`src/rtl/core/mxm_pkg.sv`:
```
`default_nettype none
package mxm_pkg;

  localparam int unsigned DIM          = 4;
  localparam int unsigned ROW_W        = $clog2(DIM);
  localparam int unsigned DATA_W       = 32;
  localparam int unsigned FRAC_BITS_DF = 16;
  localparam int unsigned WORD_BITS_DF = 32;
  // one (i, k) step per cycle over the whole product
  localparam int unsigned STEP_W       = 2 * ROW_W;

  typedef struct packed {
    logic signed [DATA_W-1:0] a_col0;
    logic signed [DATA_W-1:0] a_col1;
    logic signed [DATA_W-1:0] a_col2;
    logic signed [DATA_W-1:0] a_col3;
    logic signed [DATA_W-1:0] b_col0;
    logic signed [DATA_W-1:0] b_col1;
    logic signed [DATA_W-1:0] b_col2;
    logic signed [DATA_W-1:0] b_col3;
  } in_t;

  typedef struct packed {
    logic signed [DATA_W-1:0] c_col0;
    logic signed [DATA_W-1:0] c_col1;
    logic signed [DATA_W-1:0] c_col2;
    logic signed [DATA_W-1:0] c_col3;
    logic        [ROW_W-1:0]  row_number;
    logic                     last_row;
  } out_t;

  // controller -> datapath
  typedef struct packed {
    logic             wr_en;   // store the incoming rows
    logic [ROW_W-1:0] wr_row;  // row slot for the write
    logic             rd_en;   // issue one (i, k) step
    logic [ROW_W-1:0] rd_i;    // product row
    logic [ROW_W-1:0] rd_k;    // inner index
  } cmd_t;

endpackage
`default_nettype wire

```
`src/rtl/core/mxm_ctrl.sv`:
```
`default_nettype none
module mxm_ctrl (
  input  wire logic          clk_i,
  input  wire logic          rst_ni,
  input  wire logic          start_i,
  output      logic          busy_o,
  output      mxm_pkg::cmd_t cmd_o
);

  typedef enum logic {
    ST_LOAD,
    ST_RUN
  } state_e;

  localparam logic [mxm_pkg::ROW_W-1:0]  LAST_ROW  = mxm_pkg::ROW_W'(mxm_pkg::DIM - 1);
  localparam logic [mxm_pkg::STEP_W-1:0] LAST_STEP = '1;

  state_e                       state_q;
  logic [mxm_pkg::ROW_W-1:0]    rows_q;
  logic [mxm_pkg::STEP_W-1:0]   step_q;
  logic                         accept;

  assign accept = start_i && (state_q == ST_LOAD);
  assign busy_o = (state_q == ST_RUN);

  always_comb begin
    cmd_o.wr_en  = accept;
    cmd_o.wr_row = rows_q;
    cmd_o.rd_en  = (state_q == ST_RUN);
    cmd_o.rd_i   = step_q[mxm_pkg::STEP_W-1:mxm_pkg::ROW_W];
    cmd_o.rd_k   = step_q[mxm_pkg::ROW_W-1:0];
  end

  always_ff @(posedge clk_i or negedge rst_ni) begin
    if (!rst_ni) begin
      state_q <= ST_LOAD;
      rows_q  <= '0;
      step_q  <= '0;
    end else begin
      unique case (state_q)
        ST_LOAD: begin
          if (accept) begin
            rows_q <= rows_q + 1'b1;
            step_q <= '0;
            if (rows_q == LAST_ROW) begin
              state_q <= ST_RUN;
            end
          end
        end
        ST_RUN: begin
          step_q <= step_q + 1'b1;
          if (step_q == LAST_STEP) begin
            state_q <= ST_LOAD;
          end
        end
        default: begin
          state_q <= ST_LOAD;
        end
      endcase
    end
  end

endmodule
`default_nettype wire

```
`config.mk`:
```
export PLATFORM = sky130hd
export DESIGN_NAME = mxm_ctrl
export DESIGN_NICKNAME = d
export VERILOG_FILES = /design/src/rtl/core/mxm_pkg.sv /design/src/rtl/core/mxm_ctrl.sv
export SDC_FILE = /design/constraint.sdc
export NUM_CORES = 1
export LEC_CHECK = 0
export BUFFER_PORTS_ARGS = -buffer_cell sky130_fd_sc_hd__buf_2
export CELL_PAD_IN_SITES_DETAIL_PLACEMENT = 0
export CELL_PAD_IN_SITES_GLOBAL_PLACEMENT = 1
export CORE_AREA = 2 2 39 41
export DETAILED_ROUTE_END_ITERATION = 6
export DIE_AREA = 0 0 41 43
export GPL_ROUTABILITY_DRIVEN = 0
export PLACE_DENSITY = 0.64
export SETUP_SLACK_MARGIN = 0.02
export SYNTH_ARGS = -nofsm -noshare
export SYNTH_HDL_FRONTEND = slang
export SYNTH_SLANG_ARGS = --single-unit
```
`constraint.sdc`:
```
create_clock -name clk_i -period 1.6 [get_ports clk_i]
set_input_delay 0.24 -clock clk_i [delete_from_list [all_inputs] [get_ports clk_i]]
set_output_delay 0.24 -clock clk_i [all_outputs]
set_load 0.05 [all_outputs]
```
==> results.toml <==
[floorplanning]
core_outline_area_um2 = 1380
io_pins = 12
chipWidth_um = 41
core.rowCount = 14
fp.dieArea_um2 = 1760
die_height_um = 43
initial_core_utilization = 0.251

[synthesis]
post_synth_instance_area_um2 = 348
top_area_cells_in_the_synthesized_netlist = "dfrtp_1, ha_1, a22o_2, buf_4, mux2_4"
synth_warnings = 0
postSynth.asyncResetShare = 1.00
most_instantiated_library_cell_after_synthesis = "dfrtp_1"
synth-seq-cells = 7
netlist_top_cells_count = "dfrtp_1, a22o_2, buf_4, ha_1, nand3_1"
dominant_cell_type_by_area_after_synthesis = "dfrtp_1"
synth-edff-count = 0
number_of_distinct_library_cells_after_synthesis = 17
net_count_synth = 32
syn-mean-instance-area_um2 = 12.9
syn-instance-count = 27
synth_sequential_area_ratio = 0.504
synthFlopType = "dfrtp_1"
synth_top_cell_area_share = 0.504

[worst_setup_path]
reg2reg_to = "rows_q[1]"
cp.arrival_ps = 1230
criticalPathCategory = "flip-flop to primary output"
path_buf_inv = 1
cp_data_required_time_ps = 1360
crit-reg2reg-launch = "busy_o"
crit_fanout = 9
reg2regPathDepth = 2
slowest_delay_ps = 490
kind_of_cell_with_the_highest_combined_delay_on_the_critical_path = "flip-flops"
setup.worst_path.end_class = "primary output"
startpoint_kind_of_the_worst_setup_timing_path = "flip-flop"
path_cells = "nor2b_4 > buf_2"
r2r_setup_slack_ps = 480
crit_path_slowest_cell = "dfrtp_1"

[timing]
finalClockSkew_ps = 2.50
timing.final.crit_share = 0.918
worst_tran_pin_value_ps = 327
final-max-slew-violation-count = 0
max_clock_freq_ghz = 0.681
fin_tns_setup_ps = 0
grt_setup_unrepaired = "no"
finalSetupViolCount = 0
slew_headroom = 0.782
hold_viol = 0
layout_min_cycle_time_ps = 1470

[place]
hpwl_um = 497
port_buffers = 11

[clock_network]
clkSlewWorstSetupHoldPaths_ps = 50
number_of_cts_inserted_buffers = 3
post-cts-setup-buffer-count = 0
tritoncts_clock_tree = "yes"
max-clock-path-buffers = 2
insertion_delay_ps = 240
htreeDepth = 1
cts_repair_resize_count = 0
numClockSinks = 7
cts-root-buf = "clkbuf_4"

[drt]
finalWirelength_um = 620
drt_first_iter_violations = 8
number_of_vias_per_cell_after_detailed_routing = 4.36
detailed_route_drc_error_count = 0
drt-pass1-iter-count = 2
via_count = 244
wire_per_inst_um = 11.1
ant_nets = 0

[finish]
post_route_cells_drive_above_1_share = 0.450
num-nets-final = 46
fillCellCount = 147
num_antenna_cells = 0
area_growth_pct = 24.5

[flow_run]
drv.max_cap_violation_count = 0

[global_route]
global_route.overflow_total = 0
grt_pass1_vias = 234
antenna_found_initial = 0
grt_start_max_net_pins = 10
grtUsageTotal = 0.0921
grt_first_pass_wirelength_mm = 1.01

[min_path]
worstHoldPathCells = 3
hold_start = "start_i"
worst_hold_path.endpoint = "step_q[0]"
worst_hold_path_type = "primary input to flip-flop"

[status]
outcome = "finished, final reports clean"
metrics by stage:
step	worst slack, ps	hold WS (ps)	utilization	cells	instance area, µm²
after detailed placement	389	82.8	0.287	51	397
after global placement	407	80.3	0.287	51	397
after floorplan	217	-55.6	-	27	348
after global routing	49.9	307	0.313	56	433
final	131	292	0.313	56	433
after CTS	115	293	0.313	56	433
sequential cells by signal, indices dropped and copies added (netlist names):
register and count:
step_q 4, rows_q 2, busy_o 1
cells in the final DEF, fill, tap and decap left out, types with 2 or more instances in the layout:
cell	synthesis	routed
ha_1	2	2
clkbuf_4	0	3
dfrtp_1	7	7
nand3_1	2	2
a22o_2	2	2
buf_2	0	11
worst min-delay path, delay by kind of cell:
| family | cells | cell delay, ps |
|---|---|---|
| buffers and inverters | 1 | 100 |
| and+or+nand+nor | 1 | 90 |
| muxes | 1 | 60 |
metal layers:
metal	part of all wire	GRT usage	wire, µm	vias to the layer above
li1	-	-	-	121
met3	0.084	0.0471	52	0
met4	0	0.0800	0	0
met5	0	0	0	-
met1	0.47	0.109	289	114
met2	0.45	0.116	279	9
logic make-up after synthesis:
kind of cell	count (synthesis)	share of synthesized area
buffers and inverters	3	0.0755
XOR/XNOR	2	0.0504
adder cells (fa/ha/maj)	2	0.0719
flip-flops	7	0.504
AND/OR/NAND/NOR	7	0.129
multiplexers	2	0.0719
AO/OA/AOI/OAI	4	0.0971
repair_timing:
item                                    4_1_cts  5_1_grt
hold endpoints to repair                      7        0
hold buffers                                  1        0
endpoints found under the setup margin        0        0
how the worst max path moves through the flow:
stage                     startpoint        to  slack (ps)  cells past startpoint
after floorplan               busy_o  cmd_o[7]         220                      3
after global placement        busy_o  cmd_o[7]         410                      2
after detailed placement      busy_o  cmd_o[7]         390                      2
after CTS                     busy_o  cmd_o[7]         120                      2
after global routing          busy_o  cmd_o[7]          50                      2
final                         busy_o  cmd_o[7]         130                      2
layout make-up:
cell class	count	area [µm²]	share of cell area
flip-flops and latches	7	175	0.405
multi-input cells	17	146	0.338
repair buffers	12	65.1	0.150
clock buffers	4	26.3	0.0607
well taps	16	20.0	0.0462
Power is left out: the tool's default activity adds up to more than one toggle a clock period on the data nets, which glitch-free logic cannot reach.
